File: config.mk
export PLATFORM = sky130hd
export DESIGN_NAME = attitude_bias_leveler
export DESIGN_NICKNAME = d
export VERILOG_FILES = /design/src/abl_pkg.sv /design/src/abl_isqrt.sv /design/src/abl_cordic.sv /design/src/abl_div.sv /design/src/attitude_bias_leveler.sv
export SDC_FILE = /design/constraint.sdc
export NUM_CORES = 2
export LEC_CHECK = 0
export ABC_AREA = 1
export BUFFER_PORTS_ARGS = -buffer_cell sky130_fd_sc_hd__buf_2
export CORE_MARGIN = 5
export CORE_UTILIZATION = 55
export DETAILED_ROUTE_END_ITERATION = 6
export GPL_ROUTABILITY_DRIVEN = 0
export PLACE_DENSITY_LB_ADDON = 0.1
export SETUP_SLACK_MARGIN = 0.3
export SLEW_MARGIN = 5
export SYNTH_ARGS = -nofsm -noshare
export SYNTH_HDL_FRONTEND = slang
export SYNTH_SLANG_ARGS = --single-unit
File: constraint.sdc
create_clock -name clock -period 12.42 [get_ports clock]
set_input_delay 1.242 -clock clock [delete_from_list [all_inputs] [get_ports clock]]
set_output_delay 1.242 -clock clock [all_outputs]
set_load 0.1 [all_outputs]
File: src/abl_pkg.sv
package abl_pkg;

   // Default number of samples averaged per calibration.
   localparam int CAL_SAMPLES_DEF = 200;

   // Angles.
   localparam int ANG_W = 18;   // Q13 angle straight from the CORDIC
   localparam int SUM_W = 28;   // calibration sums
   localparam int OFF_W = 16;   // offsets and outputs

   // Multiply-accumulate datapath.
   localparam int MUL_W = 17;   // signed multiplier operands
   localparam int PRD_W = 34;   // signed product and accumulators
   localparam int SQ_W  = 57;   // square of the asin operand, Q56

   // Square root unit.
   localparam int RAD_W = 58;   // radicand, even width
   localparam int RT_W  = 29;   // root
   localparam int REM_W = 32;

   // CORDIC unit.
   localparam int CIN_W  = 35;  // operand width at the unit port
   localparam int CV_W   = 46;  // vector registers after the 256x prescale
   localparam int CZ_W   = 25;  // Q20 angle accumulator
   localparam int CIT_W  = 5;
   localparam int CORDIC_ITERS = 21;
   localparam logic signed [CZ_W-1:0] PI_Q20 = 25'sd3294199;
   localparam logic signed [ANG_W-1:0] HALF_PI_Q13 = 18'sd12868;

   // Divider unit.
   localparam int DN_W = 30;    // numerator and quotient
   localparam int DD_W = 13;    // divisor
   localparam int DR_W = 14;    // partial remainder

   typedef enum logic [1:0] {
      OP_SAMPLE = 2'd0,
      OP_CMD    = 2'd1,
      OP_RECAL  = 2'd2
   } opcode_type;

   typedef enum logic [2:0] {
      ST_IDLE,
      ST_MAC,
      ST_ROOT,
      ST_ROLL,
      ST_PITCH,
      ST_AVG_GO,
      ST_AVG_R,
      ST_AVG_P
   } state_type;

   // Arctangent of 2^-i in Q20; beyond the table it equals 2^(20-i).
   function automatic logic [19:0] atan_q20(input logic [CIT_W-1:0] i);
      logic [19:0] v;
      case (i)
         5'd0: v = 20'd823550;
         5'd1: v = 20'd486170;
         5'd2: v = 20'd256879;
         5'd3: v = 20'd130396;
         5'd4: v = 20'd65451;
         5'd5: v = 20'd32757;
         5'd6: v = 20'd16383;
         5'd7: v = 20'd8192;
         5'd8: v = 20'd4096;
         default: v = 20'd1 << (5'd20 - i);
      endcase
      return v;
   endfunction

endpackage

File: src/abl_isqrt.sv
module abl_isqrt
   import abl_pkg::*;
(
   input  logic             clock,
   input  logic             reset,
   input  logic             start,
   input  logic [RAD_W-1:0] radicand,
   output logic             done,
   output logic [RT_W-1:0]  root
);

   // Digit-by-digit root: two radicand bits enter per cycle.
   logic [RAD_W-1:0] rad_ff, rad_in;
   logic [REM_W-1:0] rem_ff, rem_in;
   logic [RT_W-1:0]  root_ff, root_in;
   logic [4:0]       cnt_ff, cnt_in;
   logic             busy_ff, busy_in;
   logic             done_ff, done_in;
   logic [REM_W-1:0] rem_sh, trial;

   always_comb begin
      rad_in  = rad_ff;
      rem_in  = rem_ff;
      root_in = root_ff;
      cnt_in  = cnt_ff;
      busy_in = busy_ff;
      done_in = 1'b0;
      rem_sh  = {rem_ff[REM_W-3:0], rad_ff[RAD_W-1:RAD_W-2]};
      trial   = REM_W'({root_ff, 2'b01});
      if (start) begin
         rad_in  = radicand;
         rem_in  = '0;
         root_in = '0;
         cnt_in  = '0;
         busy_in = 1'b1;
      end else if (busy_ff) begin
         rad_in = {rad_ff[RAD_W-3:0], 2'b00};
         if (rem_sh >= trial) begin
            rem_in  = rem_sh - trial;
            root_in = {root_ff[RT_W-2:0], 1'b1};
         end else begin
            rem_in  = rem_sh;
            root_in = {root_ff[RT_W-2:0], 1'b0};
         end
         if (cnt_ff == 5'(RT_W - 1)) begin
            busy_in = 1'b0;
            done_in = 1'b1;
         end else begin
            cnt_in = cnt_ff + 5'd1;
         end
      end
   end

   always_ff @(posedge clock) begin
      if (reset) begin
         busy_ff <= 1'b0;
         done_ff <= 1'b0;
      end else begin
         busy_ff <= busy_in;
         done_ff <= done_in;
      end
      rad_ff  <= rad_in;
      rem_ff  <= rem_in;
      root_ff <= root_in;
      cnt_ff  <= cnt_in;
   end

   assign done = done_ff;
   assign root = root_ff;

endmodule

File: src/abl_cordic.sv
module abl_cordic
   import abl_pkg::*;
(
   input  logic                    clock,
   input  logic                    reset,
   input  logic                    start,
   input  logic signed [CIN_W-1:0] y_val,
   input  logic signed [CIN_W-1:0] x_val,
   output logic                    done,
   output logic signed [ANG_W-1:0] angle
);

   // Vectoring CORDIC, one micro-rotation per cycle.
   logic signed [CV_W-1:0]  vx_ff, vx_in, vy_ff, vy_in;
   logic signed [CV_W-1:0]  xs, ys, x_pre, y_pre, x_shr, y_shr;
   logic signed [CZ_W-1:0]  z_ff, z_in, z_rnd, step_ang;
   logic [CIT_W-1:0]        it_ff, it_in;
   logic                    busy_ff, busy_in, done_ff, done_in;
   logic signed [ANG_W-1:0] res_ff, res_in;

   always_comb begin
      vx_in   = vx_ff;
      vy_in   = vy_ff;
      z_in    = z_ff;
      it_in   = it_ff;
      busy_in = busy_ff;
      done_in = 1'b0;
      res_in  = res_ff;
      z_rnd   = '0;
      x_pre   = {{(CV_W-CIN_W-8){x_val[CIN_W-1]}}, x_val, 8'b0};
      y_pre   = {{(CV_W-CIN_W-8){y_val[CIN_W-1]}}, y_val, 8'b0};
      x_shr   = vx_ff >>> it_ff;
      y_shr   = vy_ff >>> it_ff;
      step_ang = $signed(CZ_W'(atan_q20(it_ff)));
      xs = '0;
      ys = '0;
      if (start) begin
         if (x_val == '0 && y_val == '0) begin
            res_in  = '0;
            done_in = 1'b1;
            busy_in = 1'b0;
         end else begin
            if (x_val < 0) begin
               vx_in = -x_pre;
               vy_in = -y_pre;
               z_in  = (y_val >= 0) ? PI_Q20 : -PI_Q20;
            end else begin
               vx_in = x_pre;
               vy_in = y_pre;
               z_in  = '0;
            end
            it_in   = '0;
            busy_in = 1'b1;
         end
      end else if (busy_ff) begin
         xs = x_shr;
         ys = y_shr;
         if (vy_ff > 0) begin
            vx_in = vx_ff + ys;
            vy_in = vy_ff - xs;
            z_in  = z_ff + step_ang;
         end else begin
            vx_in = vx_ff - ys;
            vy_in = vy_ff + xs;
            z_in  = z_ff - step_ang;
         end
         if (it_ff == CIT_W'(CORDIC_ITERS - 1)) begin
            z_rnd   = z_in + 25'sd64;
            res_in  = ANG_W'(z_rnd >>> 7);
            busy_in = 1'b0;
            done_in = 1'b1;
         end else begin
            it_in = it_ff + 5'd1;
         end
      end
   end

   always_ff @(posedge clock) begin
      if (reset) begin
         busy_ff <= 1'b0;
         done_ff <= 1'b0;
      end else begin
         busy_ff <= busy_in;
         done_ff <= done_in;
      end
      vx_ff  <= vx_in;
      vy_ff  <= vy_in;
      z_ff   <= z_in;
      it_ff  <= it_in;
      res_ff <= res_in;
   end

   assign done  = done_ff;
   assign angle = res_ff;

endmodule

File: src/abl_div.sv
module abl_div
   import abl_pkg::*;
(
   input  logic            clock,
   input  logic            reset,
   input  logic            start,
   input  logic [DN_W-1:0] numer,
   input  logic [DD_W-1:0] denom,
   output logic            done,
   output logic [DN_W-1:0] quot
);

   // Restoring division, one quotient bit per cycle.
   logic [DN_W-1:0] nq_ff, nq_in;
   logic [DR_W-1:0] rem_ff, rem_in, rem_sh;
   logic [DD_W-1:0] den_ff, den_in;
   logic [4:0]      cnt_ff, cnt_in;
   logic            busy_ff, busy_in, done_ff, done_in;

   always_comb begin
      nq_in   = nq_ff;
      rem_in  = rem_ff;
      den_in  = den_ff;
      cnt_in  = cnt_ff;
      busy_in = busy_ff;
      done_in = 1'b0;
      rem_sh  = {rem_ff[DR_W-2:0], nq_ff[DN_W-1]};
      if (start) begin
         nq_in   = numer;
         rem_in  = '0;
         den_in  = denom;
         cnt_in  = '0;
         busy_in = 1'b1;
      end else if (busy_ff) begin
         if (rem_sh >= DR_W'(den_ff)) begin
            rem_in = rem_sh - DR_W'(den_ff);
            nq_in  = {nq_ff[DN_W-2:0], 1'b1};
         end else begin
            rem_in = rem_sh;
            nq_in  = {nq_ff[DN_W-2:0], 1'b0};
         end
         if (cnt_ff == 5'(DN_W - 1)) begin
            busy_in = 1'b0;
            done_in = 1'b1;
         end else begin
            cnt_in = cnt_ff + 5'd1;
         end
      end
   end

   always_ff @(posedge clock) begin
      if (reset) begin
         busy_ff <= 1'b0;
         done_ff <= 1'b0;
      end else begin
         busy_ff <= busy_in;
         done_ff <= done_in;
      end
      nq_ff  <= nq_in;
      rem_ff <= rem_in;
      den_ff <= den_in;
      cnt_ff <= cnt_in;
   end

   assign done = done_ff;
   assign quot = nq_ff;

endmodule

File: src/attitude_bias_leveler.sv
// Attitude bias leveler.
// The req_ stream carries one event per transfer: the kind sits in req_tuser
// (sample, command or recalibrate), quaternion parts and commanded angles in
// req_tdata. A recalibrate transfer clears the calibrated flag; from then on
// sample transfers are turned into roll and pitch angles and averaged into
// the offsets once CAL_SAMPLES are counted. While calibrated, each command
// transfer yields one rsp_ transfer with 1.5 times the commanded angles plus
// the offsets, saturated to 16 bits. All other events produce no response.
// A command or recalibrate does not leave the idle state, and a command's
// response is registered the cycle after acceptance. A sample keeps the block
// busy after its transfer: multiply-accumulate steps on one shared multiplier,
// the two-bit-per-cycle square root, and two passes through the iterative
// CORDIC; no new transfer is taken until it is done. When the asin operand
// saturates, the square root and the roll pass are skipped. The last sample
// of a calibration also runs two bit-serial divisions that form the averages.
// Reset is synchronous and leaves the block calibrated with zero offsets.
// While rsp_tready is low with a response pending, req_tready stays low; the
// held response is released as soon as the receiver takes it.
module attitude_bias_leveler
   import abl_pkg::*;
#(
   parameter int CAL_SAMPLES = CAL_SAMPLES_DEF
)
(
   input  logic        clock,
   input  logic        reset,
   input  logic        req_tvalid,
   output logic        req_tready,
   // quat_w, quat_x, quat_y, quat_z, cmd_roll, cmd_pitch, 16 bits each
   input  logic [95:0] req_tdata,
   // opcode
   input  logic [1:0]  req_tuser,
   output logic        rsp_tvalid,
   input  logic        rsp_tready,
   // out_roll, out_pitch, 16 bits each
   output logic [31:0] rsp_tdata
);

   state_type state_ff, state_in;
   logic [3:0] step_ff, step_in;
   logic       cal_ff, cal_in;
   logic [11:0] count_ff, count_in;
   logic [12:0] count_nx;
   logic signed [SUM_W-1:0] rsum_ff, rsum_in, psum_ff, psum_in, rbase, pbase;
   logic signed [OFF_W-1:0] roff_ff, roff_in, poff_ff, poff_in;
   logic signed [15:0] qw_ff, qw_in, qx_ff, qx_in, qy_ff, qy_in, qz_ff, qz_in;
   logic signed [PRD_W-1:0] acca_ff, acca_in, accb_ff, accb_in, accc_ff, accc_in;
   logic [PRD_W-1:0] amag;
   logic [SQ_W-1:0] sq_ff, sq_in, prod_ext;
   logic signed [ANG_W-1:0] rang_ff, rang_in, pang;
   logic rsp_valid_ff, rsp_valid_in;
   logic [31:0] rsp_data_ff, rsp_data_in;

   logic signed [MUL_W-1:0] mul_a, mul_b;
   logic signed [PRD_W-1:0] prod;
   logic a_sat;
   logic [13:0] s_hi, s_lo;

   logic req_xfer;
   opcode_type op;

   logic isq_start, isq_done;
   logic [RT_W-1:0] isq_root;
   logic cor_start, cor_done;
   logic signed [CIN_W-1:0] cor_y, cor_x;
   logic signed [ANG_W-1:0] cor_ang;
   logic div_start, div_done;
   logic [DN_W-1:0] div_numer, div_quot;
   logic [SUM_W-1:0] div_mag;
   logic signed [SUM_W-1:0] div_sum;
   logic signed [OFF_W-1:0] avg_q;

   // 1.5 * cmd + offset, with half steps rounded up, then saturated.
   function automatic logic [15:0] scale_sat(input logic signed [15:0] cmd,
                                             input logic signed [15:0] off);
      logic signed [18:0] c19, t, v;
      logic [15:0] r;
      c19 = {{3{cmd[15]}}, cmd};
      t   = c19 + (c19 <<< 1) + {{2{off[15]}}, off, 1'b0} + 19'sd1;
      v   = t >>> 1;
      if (v > 19'sd32767) begin
         r = 16'h7fff;
      end else if (v < -19'sd32768) begin
         r = 16'h8000;
      end else begin
         r = v[15:0];
      end
      return r;
   endfunction

   assign op         = opcode_type'(req_tuser);
   assign req_tready = (state_ff == ST_IDLE) && (!rsp_valid_ff || rsp_tready);
   assign req_xfer   = req_tvalid && req_tready;

   // Magnitude of A = xy + wz; the asin operand is 2A in Q28.
   assign amag  = acca_ff[PRD_W-1] ? PRD_W'(-acca_ff) : PRD_W'(acca_ff);
   assign a_sat = |amag[PRD_W-1:27];
   assign s_hi  = amag[26:13];
   assign s_lo  = {amag[12:0], 1'b0};

   // Operand selection for the shared multiplier.
   always_comb begin
      case (step_ff)
         4'd0:    begin mul_a = {qx_ff[15], qx_ff}; mul_b = {qy_ff[15], qy_ff}; end
         4'd1:    begin mul_a = {qw_ff[15], qw_ff}; mul_b = {qz_ff[15], qz_ff}; end
         4'd2:    begin mul_a = {qw_ff[15], qw_ff}; mul_b = {qy_ff[15], qy_ff}; end
         4'd3:    begin mul_a = {qx_ff[15], qx_ff}; mul_b = {qz_ff[15], qz_ff}; end
         4'd4:    begin mul_a = {qw_ff[15], qw_ff}; mul_b = {qw_ff[15], qw_ff}; end
         4'd5:    begin mul_a = {qx_ff[15], qx_ff}; mul_b = {qx_ff[15], qx_ff}; end
         4'd6:    begin mul_a = {qy_ff[15], qy_ff}; mul_b = {qy_ff[15], qy_ff}; end
         4'd7:    begin mul_a = {qz_ff[15], qz_ff}; mul_b = {qz_ff[15], qz_ff}; end
         4'd8:    begin mul_a = {3'b0, s_hi}; mul_b = {3'b0, s_hi}; end
         4'd9:    begin mul_a = {3'b0, s_hi}; mul_b = {3'b0, s_lo}; end
         4'd10:   begin mul_a = {3'b0, s_lo}; mul_b = {3'b0, s_lo}; end
         default: begin mul_a = '0; mul_b = '0; end
      endcase
   end

   assign prod     = mul_a * mul_b;
   assign prod_ext = SQ_W'($unsigned(prod));

   // The CORDIC serves the roll asin first, then the pitch atan2.
   assign cor_y = (state_ff == ST_ROOT) ? {acca_ff, 1'b0} : {accb_ff, 1'b0};
   assign cor_x = (state_ff == ST_ROOT) ? CIN_W'($signed({1'b0, isq_root}))
                                        : {accc_ff[PRD_W-1], accc_ff};

   // Roll sum is averaged first, then pitch sum.
   assign div_sum   = (state_ff == ST_AVG_GO) ? rsum_ff : psum_ff;
   assign div_mag   = div_sum[SUM_W-1] ? SUM_W'(-div_sum) : SUM_W'(div_sum);
   assign div_numer = DN_W'({div_mag, 1'b0}) + DN_W'(CAL_SAMPLES);
   assign avg_q     = div_quot[OFF_W-1:0];
   assign pang      = -cor_ang;
   assign count_nx  = {1'b0, count_ff} + 13'd1;
   assign rbase     = (count_ff == '0) ? '0 : rsum_ff;
   assign pbase     = (count_ff == '0) ? '0 : psum_ff;

   always_comb begin
      state_in     = state_ff;
      step_in      = step_ff;
      cal_in       = cal_ff;
      count_in     = count_ff;
      rsum_in      = rsum_ff;
      psum_in      = psum_ff;
      roff_in      = roff_ff;
      poff_in      = poff_ff;
      qw_in        = qw_ff;
      qx_in        = qx_ff;
      qy_in        = qy_ff;
      qz_in        = qz_ff;
      acca_in      = acca_ff;
      accb_in      = accb_ff;
      accc_in      = accc_ff;
      sq_in        = sq_ff;
      rang_in      = rang_ff;
      rsp_valid_in = rsp_valid_ff && !rsp_tready;
      rsp_data_in  = rsp_data_ff;
      isq_start    = 1'b0;
      cor_start    = 1'b0;
      div_start    = 1'b0;
      case (state_ff)
         ST_IDLE: begin
            if (req_xfer) begin
               case (op)
                  OP_SAMPLE: begin
                     if (!cal_ff) begin
                        qw_in    = req_tdata[15:0];
                        qx_in    = req_tdata[31:16];
                        qy_in    = req_tdata[47:32];
                        qz_in    = req_tdata[63:48];
                        acca_in  = '0;
                        accb_in  = '0;
                        accc_in  = '0;
                        step_in  = '0;
                        state_in = ST_MAC;
                     end
                  end
                  OP_CMD: begin
                     if (cal_ff) begin
                        rsp_valid_in = 1'b1;
                        rsp_data_in  = {scale_sat(req_tdata[95:80], poff_ff),
                                        scale_sat(req_tdata[79:64], roff_ff)};
                     end
                  end
                  OP_RECAL: cal_in = 1'b0;
                  default: ;
               endcase
            end
         end
         ST_MAC: begin
            step_in = step_ff + 4'd1;
            case (step_ff)
               4'd0, 4'd1: acca_in = acca_ff + prod;
               4'd2:       accb_in = accb_ff + prod;
               4'd3:       accb_in = accb_ff - prod;
               4'd4, 4'd5: accc_in = accc_ff + prod;
               4'd6, 4'd7: accc_in = accc_ff - prod;
               4'd8: begin
                  if (a_sat) begin
                     // asin saturates at a quarter turn; roll is its negation.
                     rang_in   = acca_ff[PRD_W-1] ? HALF_PI_Q13 : -HALF_PI_Q13;
                     cor_start = 1'b1;
                     state_in  = ST_PITCH;
                  end else begin
                     sq_in = prod_ext << 28;
                  end
               end
               4'd9:  sq_in = sq_ff + (prod_ext << 15);
               4'd10: sq_in = sq_ff + prod_ext;
               default: begin
                  isq_start = 1'b1;
                  state_in  = ST_ROOT;
               end
            endcase
         end
         ST_ROOT: begin
            if (isq_done) begin
               cor_start = 1'b1;
               state_in  = ST_ROLL;
            end
         end
         ST_ROLL: begin
            if (cor_done) begin
               rang_in   = -cor_ang;
               cor_start = 1'b1;
               state_in  = ST_PITCH;
            end
         end
         ST_PITCH: begin
            if (cor_done) begin
               // Crosswise sums: pitch feeds the roll sum and vice versa.
               rsum_in = rbase + SUM_W'(pang);
               psum_in = pbase + SUM_W'(rang_ff);
               if (count_nx >= 13'(CAL_SAMPLES)) begin
                  count_in = '0;
                  state_in = ST_AVG_GO;
               end else begin
                  count_in = count_nx[11:0];
                  state_in = ST_IDLE;
               end
            end
         end
         ST_AVG_GO: begin
            div_start = 1'b1;
            state_in  = ST_AVG_R;
         end
         ST_AVG_R: begin
            if (div_done) begin
               roff_in   = rsum_ff[SUM_W-1] ? -avg_q : avg_q;
               div_start = 1'b1;
               state_in  = ST_AVG_P;
            end
         end
         ST_AVG_P: begin
            if (div_done) begin
               poff_in  = psum_ff[SUM_W-1] ? -avg_q : avg_q;
               cal_in   = 1'b1;
               state_in = ST_IDLE;
            end
         end
         default: state_in = ST_IDLE;
      endcase
   end

   always_ff @(posedge clock) begin
      if (reset) begin
         state_ff     <= ST_IDLE;
         cal_ff       <= 1'b1;
         count_ff     <= '0;
         rsum_ff      <= '0;
         psum_ff      <= '0;
         roff_ff      <= '0;
         poff_ff      <= '0;
         rsp_valid_ff <= 1'b0;
      end else begin
         state_ff     <= state_in;
         cal_ff       <= cal_in;
         count_ff     <= count_in;
         rsum_ff      <= rsum_in;
         psum_ff      <= psum_in;
         roff_ff      <= roff_in;
         poff_ff      <= poff_in;
         rsp_valid_ff <= rsp_valid_in;
      end
      step_ff     <= step_in;
      qw_ff       <= qw_in;
      qx_ff       <= qx_in;
      qy_ff       <= qy_in;
      qz_ff       <= qz_in;
      acca_ff     <= acca_in;
      accb_ff     <= accb_in;
      accc_ff     <= accc_in;
      sq_ff       <= sq_in;
      rang_ff     <= rang_in;
      rsp_data_ff <= rsp_data_in;
   end

   abl_isqrt u_isqrt (
      .clock    (clock),
      .reset    (reset),
      .start    (isq_start),
      .radicand (RAD_W'((SQ_W'(1) << 56) - sq_ff)),
      .done     (isq_done),
      .root     (isq_root)
   );

   abl_cordic u_cordic (
      .clock (clock),
      .reset (reset),
      .start (cor_start),
      .y_val (cor_y),
      .x_val (cor_x),
      .done  (cor_done),
      .angle (cor_ang)
   );

   abl_div u_div (
      .clock (clock),
      .reset (reset),
      .start (div_start),
      .numer (div_numer),
      .denom (DD_W'(2 * CAL_SAMPLES)),
      .done  (div_done),
      .quot  (div_quot)
   );

   assign rsp_tvalid = rsp_valid_ff;
   assign rsp_tdata  = rsp_data_ff;

`ifndef SYNTH
   // A new response only follows an accepted command.
   a_rsp_from_cmd: assert property (@(posedge clock) disable iff (reset)
      $rose(rsp_tvalid) |-> $past(req_xfer && op == OP_CMD))
      else $error("response without a command");

   // No transfer is taken while a sample is in work.
   a_busy_stall: assert property (@(posedge clock) disable iff (reset)
      (state_ff != ST_IDLE) |-> !req_tready)
      else $error("input taken while busy");

   // Sample processing only happens during calibration.
   a_mac_uncal: assert property (@(posedge clock) disable iff (reset)
      (state_ff == ST_MAC) |-> !cal_ff)
      else $error("sample processed while calibrated");

   // The sample count never reaches the calibration length.
   a_count_range: assert property (@(posedge clock) disable iff (reset)
      {1'b0, count_ff} < 13'(CAL_SAMPLES))
      else $error("sample count out of range");
`endif

endmodule

==> impl_metrics.yaml <==
run_status:
  run_status: "finished with violations"
  failed_checks: "design-rule violations"
worst_setup_path:
  critical_path_class: "reg -> reg"
  critical_path.max_stage_delay_ps: 550
  critical_path.reg2reg.endpoint: "accc_ff[31]"
  worst_setup_path_start_kind: "register"
  cp.arrival_ps: 12140
  setup.reg_to_reg.worst_slack_ps: 750
  critical_path.slowest_cell: "sky130_fd_sc_hd__fa_1"
  regToRegStartpoint: "step_ff[0]"
  crit_path_max_fanout: 13
  cp_data_required_time_ps: 12890
  worst_path_most_repeated_cell: "sky130_fd_sc_hd__inv_1"
  endpoint_kind: "register"
  reg2reg_depth: 47
timing:
  slew_violations: 0
  worst_slew_margin_rel_pct: 26.1
  setup_tns_ps: 0
  rsz0062_at_grt: "yes"
  max_clock_freq_mhz: 85.7
  final-hold-violation-count: 0
  fin_worst_skew_ps: 63.5
  timing.final.setup_violations: 0
  timing.final.crit_period_ps: 11670
  final.period_utilization_pct: 94.0
  transition_at_the_pin_with_the_smallest_max_transition_slack_ps: 1100
yosys:
  synth.ff_latch_count: 698
  synthesis.nets: 13000
  synth.cells.most_frequent: "sky130_fd_sc_hd__nand2_1, sky130_fd_sc_hd__inv_1, sky130_fd_sc_hd__nor2_1"
  yosys.cell_types.count: 81
  ys_top_cells_by_area: "sky130_fd_sc_hd__edfxtp_1, sky130_fd_sc_hd__nand2_1, sky130_fd_sc_hd__inv_1, sky130_fd_sc_hd__fa_1, sky130_fd_sc_hd__ha_1"
  syn_area_um2: 81300
  ys_warn_count: 0
  synth-seq-area-share_pct: 23.4
  post_synth_arst_share_pct: 0
  top_ff_cell_synth: "sky130_fd_sc_hd__edfxtp_1"
  syn_inst: 12000
  post-synth-top-area-cell: "sky130_fd_sc_hd__edfxtp_1"
  synth.top_cell.area_share_pct: 18.7
  synth.most_common_cell: "sky130_fd_sc_hd__nand2_1"
  post_synth.cell_area_avg_um2: 6.76
  number_of_enable_flip_flop_cells_after_synthesis: 505
global_route:
  groute.usage.overall_pct: 33.6
  globalRouteOverflowTotal: 0
  grt_first_pass_wirelength_um: 424000
  initial_antenna_violation_count: 8
  vias_in_the_first_global_route: 77800
  grt_start_max_net_pins: 97
min_path:
  min-delay-start: "u_isqrt.root[23]"
  end_of_the_worst_hold_path: "u_isqrt.root[24]"
  hold_path_depth: 2
  worst_hold_path_type: "reg -> reg"
place:
  port_buffers: 135
  hpwlAfterDp_um: 217000
clock_tree:
  htreeDepth: 3
  cts_root_buffer: "sky130_fd_sc_hd__clkbuf_16"
  cts-buffers-inserted: 87
  clock_sinks: 698
  clk-insertion-delay-late_ps: 750
  maximum_number_of_buffers_from_clock_root_to_sink: 3
  clock_tree_from_tritoncts: "yes"
  cts.reportedPaths.clkPinSlew_ps: 60
  hold_buffers: 0
floorplan:
  die_y_um: 394
  floorplan.die_area_um2: 156000
  core_um2: 147000
  io-pin-count: 136
  initial_utilization_pct: 55.2
  die_x_um: 394
  floorplan.rows: 141
routing:
  via_count: 82700
  drt_iter0_markers: 9018
  totalWireLength_um: 273000
  route.detailed.vias_per_inst: 5.91
  drt_drc: 86
  drt-pass1-iter-count: 7
  antenna_violating_nets_post_route: 0
  wl_per_cell_um: 19.5
layout:
  finalNetCount: 12900
  drive_above_1_share_pct: 5.60
  syn2layout_area_growth_pct: 6.69
  num-fill-cells: 14200
run:
  drv_cap: 0
==> cell usage in the layout (no fill, tap or decap), types with 43 or more instances in the layout <==
master                         n
sky130_fd_sc_hd__edfxtp_1    505
sky130_fd_sc_hd__ha_1        516
sky130_fd_sc_hd__a31oi_1     110
sky130_fd_sc_hd__dfxtp_1     193
sky130_fd_sc_hd__nand3_1     657
sky130_fd_sc_hd__o21ai_1     134
sky130_fd_sc_hd__o211ai_1     81
sky130_fd_sc_hd__inv_1      1826
sky130_fd_sc_hd__nand4_1     139
sky130_fd_sc_hd__or2_2        67
sky130_fd_sc_hd__nor4_1       56
sky130_fd_sc_hd__nor2_2       43
sky130_fd_sc_hd__clkbuf_16    90
sky130_fd_sc_hd__xor2_1      379
sky130_fd_sc_hd__nor3_1      153
sky130_fd_sc_hd__nand2_1    2938
sky130_fd_sc_hd__buf_4        85
sky130_fd_sc_hd__buf_2       135
sky130_fd_sc_hd__xnor2_1     133
sky130_fd_sc_hd__o21ai_0     849
sky130_fd_sc_hd__a21oi_1     873
sky130_fd_sc_hd__nor2_1     1094
sky130_fd_sc_hd__fa_1        328
sky130_fd_sc_hd__o21a_1       67
==> state kept, by name, indices dropped and copies added (netlist names), 13 cells and up <==
name,count
rang_ff,18
u_div.quot,30
u_isqrt.rad_ff,58
u_isqrt.root,29
u_cordic.z_ff,25
qy_ff,16
u_cordic.vx_ff,46
sq_ff,57
rsum_ff,28
acca_ff,34
qz_ff,16
u_cordic.vy_ff,46
u_div.rem_ff,13
accb_ff,34
accc_ff,34
rsp_tdata,32
qw_ff,16
psum_ff,28
qx_ff,16
u_isqrt.rem_ff,30
u_cordic.angle,18
poff_ff,16
roff_ff,16
==> layout make-up <==
| class | count | area [um^2] | area share (%) |
|---|---|---|---|
| multi-input cells | 9102 | 53800 | 62.1 |
| well taps | 1930 | 2410 | 2.78 |
| inverters | 1880 | 7060 | 8.14 |
| clock inverters | 54 | 659 | 0.760 |
| flip-flops and latches | 698 | 19000 | 21.9 |
| repair buffers | 220 | 1310 | 1.51 |
| clock buffers | 109 | 2380 | 2.75 |
| diodes | 6 | 15.0 | 0.0173 |
==> what timing repair did <==
action / in CTS / in global routing
endpoints found under the setup margin: 0 / 20
buffers inserted: 0 / 0
gates resized for setup: 0 / 11
==> cells by family after synthesis <==
group           synth area share [%]
simple gates                    27.7
flops                           23.4
compound gates                  16.6
buf+inv                         10.6
mux                            0.100
xor+xnor                        5.66
fa+ha+maj                       16.0
==> critical path, delay by kind of cell (launching register included) <==
kind	cells	cell delay [ps]
adders and majority gates	9	4240
and+or+nand+nor	17	3200
AOI/OAI and AO/OA	9	1720
buffers and inverters	11	1590
DFF	1	410
xor gates and xnor gates	1	220
==> per-layer routing <==
metal | wire [um] | GRT usage, % | up-vias | share of wire (%)
met2 | 123000 | 54.9 | 4031 | 45
met5 | 27 | 0.369 | - | 0.0099
met3 | 24600 | 6.39 | 896 | 9.0
li1 | - | - | 39400 | -
met4 | 15300 | 15.2 | 4 | 5.6
met1 | 110000 | 43.4 | 38300 | 40
==> stage by stage <==
| step | hold slack (ps) | setup WS (ps) | utilization, % | cell area [um^2] | cells |
|---|---|---|---|---|---|
| global placement | 456 | 576 | 56.8 | 83600 | 13800 |
| CTS | 473 | 402 | 58.8 | 86700 | 14000 |
| floorplan | 432 | 1310 | - | 81300 | 12000 |
| detailed placement | 458 | 438 | 56.8 | 83600 | 13800 |
| global route | 498 | 315 | 58.9 | 86700 | 14000 |
| finish | 468 | 747 | 58.9 | 86700 | 14000 |
==> worst max path at each step <==
stage | start | to
3_3_place_gp | step_ff[0] | accc_ff[31]
3_5_place_dp | step_ff[0] | accc_ff[31]
4_1_cts | step_ff[0] | accc_ff[31]
5_1_grt | step_ff[0] | accc_ff[31]
6_report | step_ff[0] | accc_ff[31]
2_1_floorplan | acca_ff[1] | u_cordic.vx_ff[0]
Power is left out: the tool's default activity adds up to more than one toggle a clock period on the data nets, which glitch-free logic cannot reach.
